File: src/hfa_pkg.sv
// Shared types and constants of the hygienic fork arbiter. Depends on nothing;
// used by hfa_update, hygienic_fork_arbiter, fork_grant_checker and tb.
package hfa_pkg;

  localparam logic [1:0] PH_IDLE = 2'd0;
  localparam logic [1:0] PH_WAIT = 2'd1;
  localparam logic [1:0] PH_USE  = 2'd2;

  localparam logic REQ_TAKE    = 1'b0;
  localparam logic REQ_RELEASE = 1'b1;

  localparam logic [4:0] RING_SIZE_RESET = 5'd16;

  // One memory entry: phase of requester k and the state of fork k.
  typedef struct packed {
    logic [1:0] phase;
    logic       upper;      // fork owned by requester k (else by k-1)
    logic       dirty;
    logic       requested;
  } entry_t;

  typedef struct packed {
    entry_t ent_a;          // requester entry, left fork
    entry_t ent_b;          // right fork entry
    logic   status;         // 1 = item ignored
  } upd_t;

  function automatic entry_t reset_entry(input logic is_fork0);
    entry_t e;
    e.phase     = PH_IDLE;
    e.upper     = is_fork0;
    e.dirty     = 1'b1;
    e.requested = 1'b0;
    return e;
  endfunction

endpackage

File: src/hygienic_fork_arbiter.sv
// Hygienic fork arbiter top level: sequencer, ring size register, output register.
// Depends on hfa_pkg, hfa_ram and hfa_update.
//
// For a requester inside the ring, the item passes through S_CALC, S_WRB and
// S_OUT after it is accepted. The read of the requester entry and the right
// fork entry is issued at acceptance. S_CALC updates and writes back the
// requester entry. S_WRB writes back the right fork entry. S_OUT hands the
// result to the output register. The input stalls until S_OUT is left, so
// the next item is accepted only after that. The single write port of the
// state memory keeps the two write-backs in separate states. For a requester
// beyond the ring, acceptance goes straight to S_OUT. The next item is
// accepted while a finished result still waits in the output register. A
// stalled output only holds the block in its last step. Entries that were
// never written read as their reset state through per-entry valid bits, so no
// clearing pass runs.
module hygienic_fork_arbiter #(
  parameter int MAX_REQUESTERS = 16
) (
  input  logic       clk_i,
  input  logic       rst_ni,
  input  logic       cfg_valid_i,
  output logic       cfg_ready_o,
  input  logic [4:0] cfg_data_i,
  input  logic       in_valid_i,
  output logic       in_stall_o,
  input  logic       req_type_i,
  input  logic [3:0] requester_i,
  output logic       out_valid_o,
  input  logic       out_stall_i,
  output logic [1:0] phase_o,
  output logic       holds_left_o,
  output logic       holds_right_o,
  output logic       status_o
);

  localparam int AW = $clog2(MAX_REQUESTERS);
  localparam int CW = (AW > 5) ? AW + 1 : 6;
  localparam int EW = $bits(hfa_pkg::entry_t);

  localparam logic [1:0] S_IDLE = 2'd0;
  localparam logic [1:0] S_CALC = 2'd1;
  localparam logic [1:0] S_WRB  = 2'd2;
  localparam logic [1:0] S_OUT  = 2'd3;

  logic [1:0]    state_q, state_d;
  logic [4:0]    ring_q;
  logic [MAX_REQUESTERS-1:0] valid_q, valid_d;

  logic          kind_q;
  logic [AW-1:0] lf_q, rf_q;
  hfa_pkg::entry_t ent_b_q;

  logic [1:0]    res_phase_q, res_phase_d;
  logic          res_left_q, res_left_d;
  logic          res_right_q, res_right_d;
  logic          res_status_q, res_status_d;

  logic          out_valid_q, out_valid_d;
  logic [1:0]    phase_q;
  logic          holds_left_q, holds_right_q, status_q;

  logic [CW-1:0] ring_n;
  logic [CW-1:0] r_ext, r_inc, rf_ext;
  logic          beyond;
  logic          accept;
  logic          push;

  logic [EW-1:0] rdata_a, rdata_b;
  hfa_pkg::entry_t ent_a, ent_b;
  hfa_pkg::upd_t   upd;

  logic          we;
  logic [AW-1:0] waddr;
  logic [EW-1:0] wdata;

  // ring size in use, clamped to 2..MAX_REQUESTERS
  always_comb begin
    ring_n = CW'(ring_q);
    if (ring_n < CW'(2)) begin
      ring_n = CW'(2);
    end else if (ring_n > CW'(MAX_REQUESTERS)) begin
      ring_n = CW'(MAX_REQUESTERS);
    end
  end

  assign r_ext  = CW'(requester_i);
  assign r_inc  = r_ext + CW'(1);
  assign rf_ext = (r_inc == ring_n) ? '0 : r_inc;
  assign beyond = (r_ext >= ring_n);

  assign in_stall_o  = (state_q != S_IDLE);
  assign accept      = in_valid_i && !in_stall_o;
  assign push        = (state_q == S_OUT) && (!out_valid_q || !out_stall_i);
  assign cfg_ready_o = 1'b1;

  hfa_ram #(
    .WIDTH(EW),
    .DEPTH(MAX_REQUESTERS)
  ) u_state_ram (
    .clk_i    (clk_i),
    .we_i     (we),
    .waddr_i  (waddr),
    .wdata_i  (wdata),
    .raddr_a_i(r_ext[AW-1:0]),
    .raddr_b_i(rf_ext[AW-1:0]),
    .rdata_a_o(rdata_a),
    .rdata_b_o(rdata_b)
  );

  // entries never written read as their reset value
  assign ent_a = valid_q[lf_q] ? hfa_pkg::entry_t'(rdata_a)
                               : hfa_pkg::reset_entry(lf_q == '0);
  assign ent_b = valid_q[rf_q] ? hfa_pkg::entry_t'(rdata_b)
                               : hfa_pkg::reset_entry(rf_q == '0);

  hfa_update u_update (
    .req_type_i(kind_q),
    .ent_a_i   (ent_a),
    .ent_b_i   (ent_b),
    .upd_o     (upd)
  );

  always_comb begin
    we    = 1'b0;
    waddr = lf_q;
    wdata = EW'(upd.ent_a);
    case (state_q)
      S_CALC: begin
        we    = 1'b1;
      end
      S_WRB: begin
        we    = 1'b1;
        waddr = rf_q;
        wdata = EW'(ent_b_q);
      end
      default: begin
        we    = 1'b0;
      end
    endcase
  end

  always_comb begin
    state_d      = state_q;
    valid_d      = valid_q;
    res_phase_d  = res_phase_q;
    res_left_d   = res_left_q;
    res_right_d  = res_right_q;
    res_status_d = res_status_q;
    case (state_q)
      S_IDLE: begin
        if (accept) begin
          if (beyond) begin
            res_phase_d  = hfa_pkg::PH_IDLE;
            res_left_d   = 1'b0;
            res_right_d  = 1'b0;
            res_status_d = 1'b1;
            state_d      = S_OUT;
          end else begin
            state_d = S_CALC;
          end
        end
      end
      S_CALC: begin
        valid_d[lf_q] = 1'b1;
        res_phase_d   = upd.ent_a.phase;
        res_left_d    = upd.ent_a.upper;
        res_right_d   = !upd.ent_b.upper;
        res_status_d  = upd.status;
        state_d       = S_WRB;
      end
      S_WRB: begin
        valid_d[rf_q] = 1'b1;
        state_d       = S_OUT;
      end
      S_OUT: begin
        if (push) begin
          state_d = S_IDLE;
        end
      end
      default: begin
        state_d = S_IDLE;
      end
    endcase
  end

  always_comb begin
    out_valid_d = out_valid_q;
    if (push) begin
      out_valid_d = 1'b1;
    end else if (out_valid_q && !out_stall_i) begin
      out_valid_d = 1'b0;
    end
  end

  always_ff @(posedge clk_i or negedge rst_ni) begin
    if (!rst_ni) begin
      state_q     <= S_IDLE;
      ring_q      <= hfa_pkg::RING_SIZE_RESET;
      valid_q     <= '0;
      out_valid_q <= 1'b0;
    end else begin
      state_q     <= state_d;
      valid_q     <= valid_d;
      out_valid_q <= out_valid_d;
      if (cfg_valid_i && cfg_ready_o) begin
        ring_q <= cfg_data_i;
      end
    end
  end

  always_ff @(posedge clk_i) begin
    if (accept) begin
      kind_q <= req_type_i;
      lf_q   <= r_ext[AW-1:0];
      rf_q   <= rf_ext[AW-1:0];
    end
    if (state_q == S_CALC) begin
      ent_b_q <= upd.ent_b;
    end
    res_phase_q  <= res_phase_d;
    res_left_q   <= res_left_d;
    res_right_q  <= res_right_d;
    res_status_q <= res_status_d;
    if (push) begin
      phase_q       <= res_phase_q;
      holds_left_q  <= res_left_q;
      holds_right_q <= res_right_q;
      status_q      <= res_status_q;
    end
  end

  assign out_valid_o   = out_valid_q;
  assign phase_o       = phase_q;
  assign holds_left_o  = holds_left_q;
  assign holds_right_o = holds_right_q;
  assign status_o      = status_q;

endmodule

File: src/hfa_ram.sv
// Generic single-write, dual-read RAM with registered read data.
// Depends on nothing.
module hfa_ram #(
  parameter int WIDTH = 8,
  parameter int DEPTH = 16
) (
  input  logic                     clk_i,
  input  logic                     we_i,
  input  logic [$clog2(DEPTH)-1:0] waddr_i,
  input  logic [WIDTH-1:0]         wdata_i,
  input  logic [$clog2(DEPTH)-1:0] raddr_a_i,
  input  logic [$clog2(DEPTH)-1:0] raddr_b_i,
  output logic [WIDTH-1:0]         rdata_a_o,
  output logic [WIDTH-1:0]         rdata_b_o
);

  logic [WIDTH-1:0] mem_q [DEPTH];
  logic [WIDTH-1:0] rdata_a_q;
  logic [WIDTH-1:0] rdata_b_q;

  always_ff @(posedge clk_i) begin
    if (we_i) begin
      mem_q[waddr_i] <= wdata_i;
    end
    rdata_a_q <= mem_q[raddr_a_i];
    rdata_b_q <= mem_q[raddr_b_i];
  end

  assign rdata_a_o = rdata_a_q;
  assign rdata_b_o = rdata_b_q;

endmodule

File: src/hfa_update.sv
// Fork token update rules for one take or release item.
// Depends on hfa_pkg.
module hfa_update (
  input  logic            req_type_i,
  input  hfa_pkg::entry_t ent_a_i,
  input  hfa_pkg::entry_t ent_b_i,
  output hfa_pkg::upd_t   upd_o
);

  hfa_pkg::entry_t a;
  hfa_pkg::entry_t b;
  logic            got_l;
  logic            got_r;
  logic            status;

  always_comb begin
    a      = ent_a_i;
    b      = ent_b_i;
    got_l  = 1'b0;
    got_r  = 1'b0;
    status = 1'b0;
    if (req_type_i == hfa_pkg::REQ_TAKE) begin
      if (ent_a_i.phase == hfa_pkg::PH_USE) begin
        status = 1'b1;
      end else begin
        // left fork: requester owns it when upper is set
        if (a.upper) begin
          got_l = 1'b1;
        end else if (a.dirty) begin
          a.upper = 1'b1;
          a.dirty = 1'b0;
          got_l   = 1'b1;
        end else begin
          a.requested = 1'b1;
        end
        // right fork: requester owns it when upper is clear
        if (!b.upper) begin
          got_r = 1'b1;
        end else if (b.dirty) begin
          b.upper = 1'b0;
          b.dirty = 1'b0;
          got_r   = 1'b1;
        end else begin
          b.requested = 1'b1;
        end
        if (got_l && got_r) begin
          a.dirty = 1'b0;
          b.dirty = 1'b0;
          a.phase = hfa_pkg::PH_USE;
        end else begin
          a.phase = hfa_pkg::PH_WAIT;
        end
      end
    end else begin
      if (ent_a_i.phase != hfa_pkg::PH_USE) begin
        status = 1'b1;
      end else begin
        // dirty both, hand requested forks clean to the neighbor
        a.dirty = 1'b1;
        if (a.requested) begin
          a.requested = 1'b0;
          a.upper     = 1'b0;
          a.dirty     = 1'b0;
        end
        b.dirty = 1'b1;
        if (b.requested) begin
          b.requested = 1'b0;
          b.upper     = 1'b1;
          b.dirty     = 1'b0;
        end
        a.phase = hfa_pkg::PH_IDLE;
      end
    end
    upd_o.ent_a  = a;
    upd_o.ent_b  = b;
    upd_o.status = status;
  end

endmodule

File: config.mk
export PLATFORM = sky130hd
export DESIGN_NAME = hygienic_fork_arbiter
export DESIGN_NICKNAME = d
export VERILOG_FILES = /design/src/hfa_pkg.sv /design/src/hygienic_fork_arbiter.sv /design/src/hfa_ram.sv /design/src/hfa_update.sv
export SDC_FILE = /design/constraint.sdc
export NUM_CORES = 1
export LEC_CHECK = 0
export BUFFER_PORTS_ARGS = -buffer_cell sky130_fd_sc_hd__buf_2
export CAP_MARGIN = 20
export CORE_MARGIN = 5
export CORE_UTILIZATION = 35
export CTS_CLUSTER_DIAMETER = 60
export DETAILED_ROUTE_END_ITERATION = 8
export PLACE_DENSITY_LB_ADDON = 0.05
export SETUP_SLACK_MARGIN = 0.5
export SKIP_LAST_GASP = 1
export SLEW_MARGIN = 20
export SYNTH_ARGS = -nofsm -noshare
export SYNTH_HDL_FRONTEND = slang
export SYNTH_SLANG_ARGS = --single-unit
File: constraint.sdc
create_clock -name clk_i -period 3.45 [get_ports clk_i]
set_input_delay 0.69 -clock clk_i [delete_from_list [all_inputs] [get_ports clk_i]]
set_output_delay 0.69 -clock clk_i [all_outputs]
set_load 0.05 [all_outputs]
### After elaboration in Yosys (flattened, before gate mapping)

Memories as Yosys holds them, arrays and structs flattened. A register that Yosys moved wholly into a read port is not among the register bits.
Index checks and enable logic that the tools add are counted.

* logic and storage cells: 123
* RAM bits: 80
* memories kept: 1
* output and inout port bits: 8
* register bits: 48
* input port bits: 15

Memories
* u_state_ram.mem_q: words 16, bits a word 5, read ports 2, clocked after memory_dff 2, write ports 1, RTL line hfa_ram.sv:17 `logic [WIDTH-1:0] mem_q [DEPTH];`

* mux-type cells: 63
* add/sub/neg operators: 1
* eq/ne operators: 9
* bitwise operators: 2
* order comparisons: 7
* reduce and logical (&&, ||, !) cells: 21

Operator list (count)
* $or A16 B16 Y16: 2
* $pmux W16 S2: 1
* $mux W5: 6
* $mux W1: 28
* $mux W3: 8
* $mux W2: 8
* $lt A4 B5 Y1 const B: 2
* $bmux W1 S4: 2
* $demux W1 S4: 2
* $ge A4 B1 Y1 const B: 2
* $logic_not A4 Y1: 2
* $mux W4: 2
* $ne A2 B2 Y1 const B: 4
* $pmux W2 S4: 1
* $reduce_bool A2 Y1: 4
* $eq A2 B2 Y1 const B: 3
* $eq A5 B6 Y1: 1
* $ge A4 B6 Y1: 1
* $logic_and A1 B1 Y1: 6
* $mux W6: 1
* $pmux W1 S2: 3
* $add A4 B1 Y5 const B: 1
* $gt A5 B5 Y1 const B: 1
* $lt A5 B2 Y1 const B: 1
* other kinds (8): 11

### Longest topological paths before layout

* word-level depth: 13
* mapped depth: 14

### By module

Synthesis repeated with hierarchy kept, for this count alone.

* cell total of the unflattened synthesis: 464
* area, all modules: 6834.1 um^2

By module, submodules not included
* hfa_ram: seq. area each 2602.5 um^2, area an instance 3911.3 um^2, cells an instance 207, times used 1
* hygienic_fork_arbiter: seq. area each 1322.5 um^2, area an instance 2701.3 um^2, cells an instance 220, times used 1
* hfa_update: seq. area each 0.0 um^2, area an instance 221.5 um^2, cells an instance 37, times used 1

### Worst setup path before layout

OpenSTA, ideal clock, no wires.

* kind: input-to-reg
* start: input port requester_i[0]
* end: register u_state_ram.rdata_b_q[4], in the netlist u_state_ram.rdata_b_o[4], read port of u_state_ram.mem_q
* slack: 0.240 ns
* path buffers: 3
* arrival: 3.088 ns
* library setup time: 0.122 ns
* stages: 12
* cell sequence: buf_1 inv_1 clkbuf_1 ha_1 nor2_1 o211ai_1 nand2_1 buf_2 a32oi_1 o22a_1 o21a_1 a311o_1

* longest elaborated chain between the ends: 3

RTL lines
* start: declaration: RTL line hygienic_fork_arbiter.sv:27 `input logic [3:0] requester_i,`
* $add A4 B1 Y5 (*): RTL line hygienic_fork_arbiter.sv:87 `assign r_inc = r_ext + CW'(1);`
* $eq A5 B6 Y1: RTL line hygienic_fork_arbiter.sv:88 `assign rf_ext = (r_inc == ring_n) ? '0 : r_inc;`
* $mux W4 (*): RTL line hygienic_fork_arbiter.sv:88
* end: declaration: RTL line hfa_ram.sv:19 `logic [WIDTH-1:0] rdata_b_q;`

Every way passes the cells marked *; elsewhere a longest branch is shown, timed or not.
A chain may end at the register's enable or synchronous reset.

### Worst setup path in the final report

* start: register rf_q[0]
* end: memory u_state_ram.mem_q[0][3] (netlist bit) (data pin)

* longest elaborated chain between the ends: 12
* elaborated cells on any way between the ends: 13

RTL lines
* start: declaration: RTL line hygienic_fork_arbiter.sv:50 `logic [AW-1:0] lf_q, rf_q;`
* start signal: assignment: RTL line hygienic_fork_arbiter.sv:215 `rf_q <= rf_ext[AW-1:0];`
* $bmux W1 S4: RTL line hygienic_fork_arbiter.sv:113 `assign ent_b = valid_q[rf_q] ? hfa_pkg::entry_t'(rdata_b)`
* $mux W1 (not written as such): RTL line hygienic_fork_arbiter.sv:113
* $mux W3 (*): RTL line hygienic_fork_arbiter.sv:113
* $mux W1: RTL line hfa_update.sv:39 `end else if (b.dirty) begin`
* $mux W1 (*): RTL line hfa_update.sv:37 `if (!b.upper) begin`
* $mux W1 (*): RTL line hfa_update.sv:23 `if (ent_a_i.phase == hfa_pkg::PH_USE) begin`
* $mux W1 (*): RTL line hfa_update.sv:22 `if (req_type_i == hfa_pkg::REQ_TAKE) begin`
* $logic_and A1 B1 Y1 (*): RTL line hfa_update.sv:46 `if (got_l && got_r) begin`
* $mux W2 (*): RTL line hfa_update.sv:46
* $mux W5 (*): RTL line hfa_update.sv:23
* $mux W5 (*): RTL line hfa_update.sv:22
* $mux W5 (*): RTL line hygienic_fork_arbiter.sv:127 `case (state_q)`
* via u_state_ram.wdata_i[3]: RTL line hfa_ram.sv:10 `input logic [WIDTH-1:0] wdata_i,`
* end: declaration: RTL line hfa_ram.sv:17

Mark *: on every way through the listed nets, which the timed path passes. The rest lies on a longest branch. The select of a mux whose other input is x is not followed.

==> impl_metrics.py <==
metrics = {
    "synth": {
        "ys_async_sr_fraction_pct": 17.4,
        "ys_seq_area_share_pct": 56.1,
        "synthesis.area_um2": 6990,
        "synth_edf_count": 104,
        "synthCells": 552,
        "ys_ff_latch": 138,
        "synthFlopType": "edfxtp_1",
        "syn_avg_cell_area_um2": 12.7,
        "yosys_warnings": 0,
        "synth_cell_types": 56,
        "syn_nets": 577,
    },
    "sta": {
        "fin_skew_ns": 0.0118,
        "final.period_utilization_pct": 80.1,
        "tns_ns": 0,
        "rsz0062_at_grt": "false",
        "slew_violations": 0,
        "holdWs_ns": 0.272,
        "fin_crit_ns": 2.76,
        "max_clock_freq_ghz": 0.362,
        "worstMarginPinSlew_ns": 0.937,
        "setup_viol": 0,
        "slew-limit-headroom_pct": 37.3,
        "hold_viol": 0,
    },
    "clock_network": {
        "h-tree-depth": 4,
        "clk_latency_ns": 0.42,
        "clockBufferDepth": 2,
        "cts_sinks": 138,
        "clockRootBuffer": "clkbuf_16",
        "cts_tree": "done",
        "cts_buffers": 17,
        "cts_setup_buffers": 0,
        "clk_pin_slew_ns": 0.06,
    },
    "route": {
        "drt_iter0_markers": 486,
        "drc": 0,
        "first_pass_iters": 5,
        "postRouteAntennaNets": 0,
        "vias_per_cell": 5.52,
        "dr_total_vias": 4834,
        "finalWirelength_um": 20200,
        "routedWlPerCell_um": 23.1,
    },
    "layout": {
        "finalNonFillerCells": 875,
        "finish.utilization_pct": 41.8,
        "final_cell_area_um2": 8190,
        "drive_gt1_share_pct": 25.1,
        "n_fill_cell": 1831,
        "syn2layout_area_growth_pct": 17.1,
        "nNetsFinal": 621,
    },
    "placement": {
        "io_buffers": 21,
        "dp_hpwl_um": 14700,
        "dp.cells": 842,
        "gp_congestion": 0.851,
        "post_dp_cell_area_um2": 7590,
    },
    "global_routing": {
        "grt_use_total_pct": 18.6,
        "grt_max_degree": 67,
        "globalRoute.totalOverflow": 0,
        "grt_pass1_wl_um": 30900,
        "grt_pass1_vias": 4743,
        "grt_antenna_before_repair": 0,
    },
    "pwr": {
        "ir_worst_vdd_v": 0.000383,
        "p_per_area_nw_per_um2": 772,
        "cellLeakagePower_uw": 0.00298,
    },
    "critical_path": {
        "end_kind": "register",
        "start_kind": "register",
        "reg2reg_depth": 7,
        "worstPathRequired_ns": 3.58,
        "critPathMaxFanout": 16,
        "arrival_ns": 2.89,
        "critPathKind": "register to register",
    },
    "run_status": {
        "outcome": "complete, no violations",
    },
    "job": {
        "cap_viol_max_count": 0,
    },
    "die": {
        "die_h_um": 151,
        "die_width_um": 151,
        "rows": 51,
        "io_pins": 23,
        "core_area_um2": 19600,
        "die_area_um2": 22900,
        "start_util_pct": 35.7,
    },
    "worst_hold_path": {
        "hold_class": "primary input to async pin",
    },
}
critical path, cell delays in order (launching register included):
cell and delay, ns:
edfxtp_1 0.57, mux4_2 0.55, mux2i_1 0.21, mux2i_1 0.17, nor2b_2 0.22, a2bb2oi_1 0.20
o32ai_1 0.13, mux2_4 0.40
path summary, 6_finish.rpt:
kind / slack [ns] / startpoint / endpoint
setup / recovery: 0.69 / rf_q[0] / u_state_ram.mem_q[0][3]
min in group clk_i: 0.42 / res_phase_q[0] / phase_o[0]
hold / removal: 0.27 / rst_ni / ring_q[2]
max in group asynchronous: 2.80 / rst_ni / valid_q[13]
setup reg to reg: 0.69 / rf_q[0] / u_state_ram.mem_q[0][3]
hold reg to reg: 0.42 / res_phase_q[0] / phase_o[0]
area by class of cell:
type | instances | area [um2] | area share, %
multi-input cells | 365 | 2880 | 35.2
clock buffers | 22 | 497 | 6.07
well taps | 265 | 332 | 4.05
diodes | 1 | 2.50 | 0.0306
clock inverters | 10 | 87.6 | 1.07
flip-flops and latches | 138 | 3930 | 47.9
inverters | 15 | 56.3 | 0.688
repair buffers | 59 | 405 | 4.95
placed cells by master (no fill, tap or decap), types with 11 or more instances in the layout:
cell type  count
nor3_1        21
clkbuf_16     19
inv_1         15
a31oi_1       13
nor2_1        39
a21oi_1       26
mux4_2        26
a221oi_1      11
edfxtp_1     104
buf_2         20
or2_2         18
buf_4         38
mux2i_1       38
nand2_1       29
o21ai_0       21
dfrtp_1       23
cell families (layout without fill, tap and decap cells):
family	count (synthesis)	count (layout)	synth area share, %
AOI/OAI and AO/OA	120	120	11.5
xor gates and xnor gates	8	8	1.20
adders and majority gates	10	10	1.79
buffers and inverters	49	106	2.95
DFF	138	138	56.1
muxes	75	75	15.6
other	1	2	0.0536
and+or+nand+nor	151	151	10.8
sequential cells by signal (all words and copies together) (netlist names):
| name | count |
|---|---|
| ent_b_q | 5 |
| holds_left_o | 1 |
| holds_right_o | 1 |
| kind_q | 1 |
| lf_q | 4 |
| out_valid_o | 1 |
| phase_o | 2 |
| res_left_q | 1 |
| res_phase_q | 2 |
| res_right_q | 1 |
| res_status_q | 1 |
| rf_q | 4 |
| ring_q | 5 |
| state_q | 2 |
| status_o | 1 |
| u_state_ram.mem_q | 80 |
| u_state_ram.rdata_a_o | 5 |
| u_state_ram.rdata_b_o | 5 |
| valid_q | 16 |
cell usage after synthesis (6+ instances only):
cell | instances | area [um2]
mux2_2 | 11 | 124
nor3b_1 | 6 | 45.0
a31oi_1 | 13 | 81.3
or2_2 | 18 | 113
inv_1 | 15 | 56.3
a211oi_1 | 6 | 45.0
xnor2_1 | 6 | 52.6
a21oi_1 | 26 | 130
edfxtp_1 | 104 | 3120
dfxtp_1 | 10 | 200
mux2i_1 | 38 | 380
a22oi_1 | 7 | 52.6
a221oi_1 | 11 | 96.3
o21ai_0 | 23 | 115
nor3_1 | 21 | 105
and2_1 | 11 | 68.8
dfrtp_1 | 23 | 576
nand2_1 | 29 | 109
ha_1 | 10 | 125
nand3_1 | 8 | 40.0
buf_2 | 9 | 45.0
nor2_1 | 39 | 146
mux4_2 | 26 | 586
clkbuf_1 | 18 | 67.6
report_power, final:
part	switching, uW	internal (uW)	total [uW]
registers	243	2420	2670
logic	1160	695	1860
clock network	703	1090	1800
total	2110	4210	6320
stage by stage:
step	power (uW)	worst slack (ns)
2_1_floorplan	3830	0.525
3_3_place_gp	4540	0.521
3_5_place_dp	4560	0.473
4_1_cts	6360	0.508
5_1_grt	6660	0.504
6_report	6320	0.688
layer usage:
| metal | vias up | wire (um) | global-route usage, % |
|---|---|---|---|
| met1 | 2438 | 9360 | 26.4 |
| li1 | 2214 | - | - |
| met2 | 159 | 9520 | 29.5 |
| met4 | 0 | 378 | 5.62 |
| met3 | 23 | 908 | 2.90 |
| met5 | - | 0 | 0 |
what timing repair did:
action	CTS	global route
resized for setup	0	3
setup endpoints to repair	0	33
hold buffers	0	0
No activity file was read; power rests on OpenSTA's default activity.
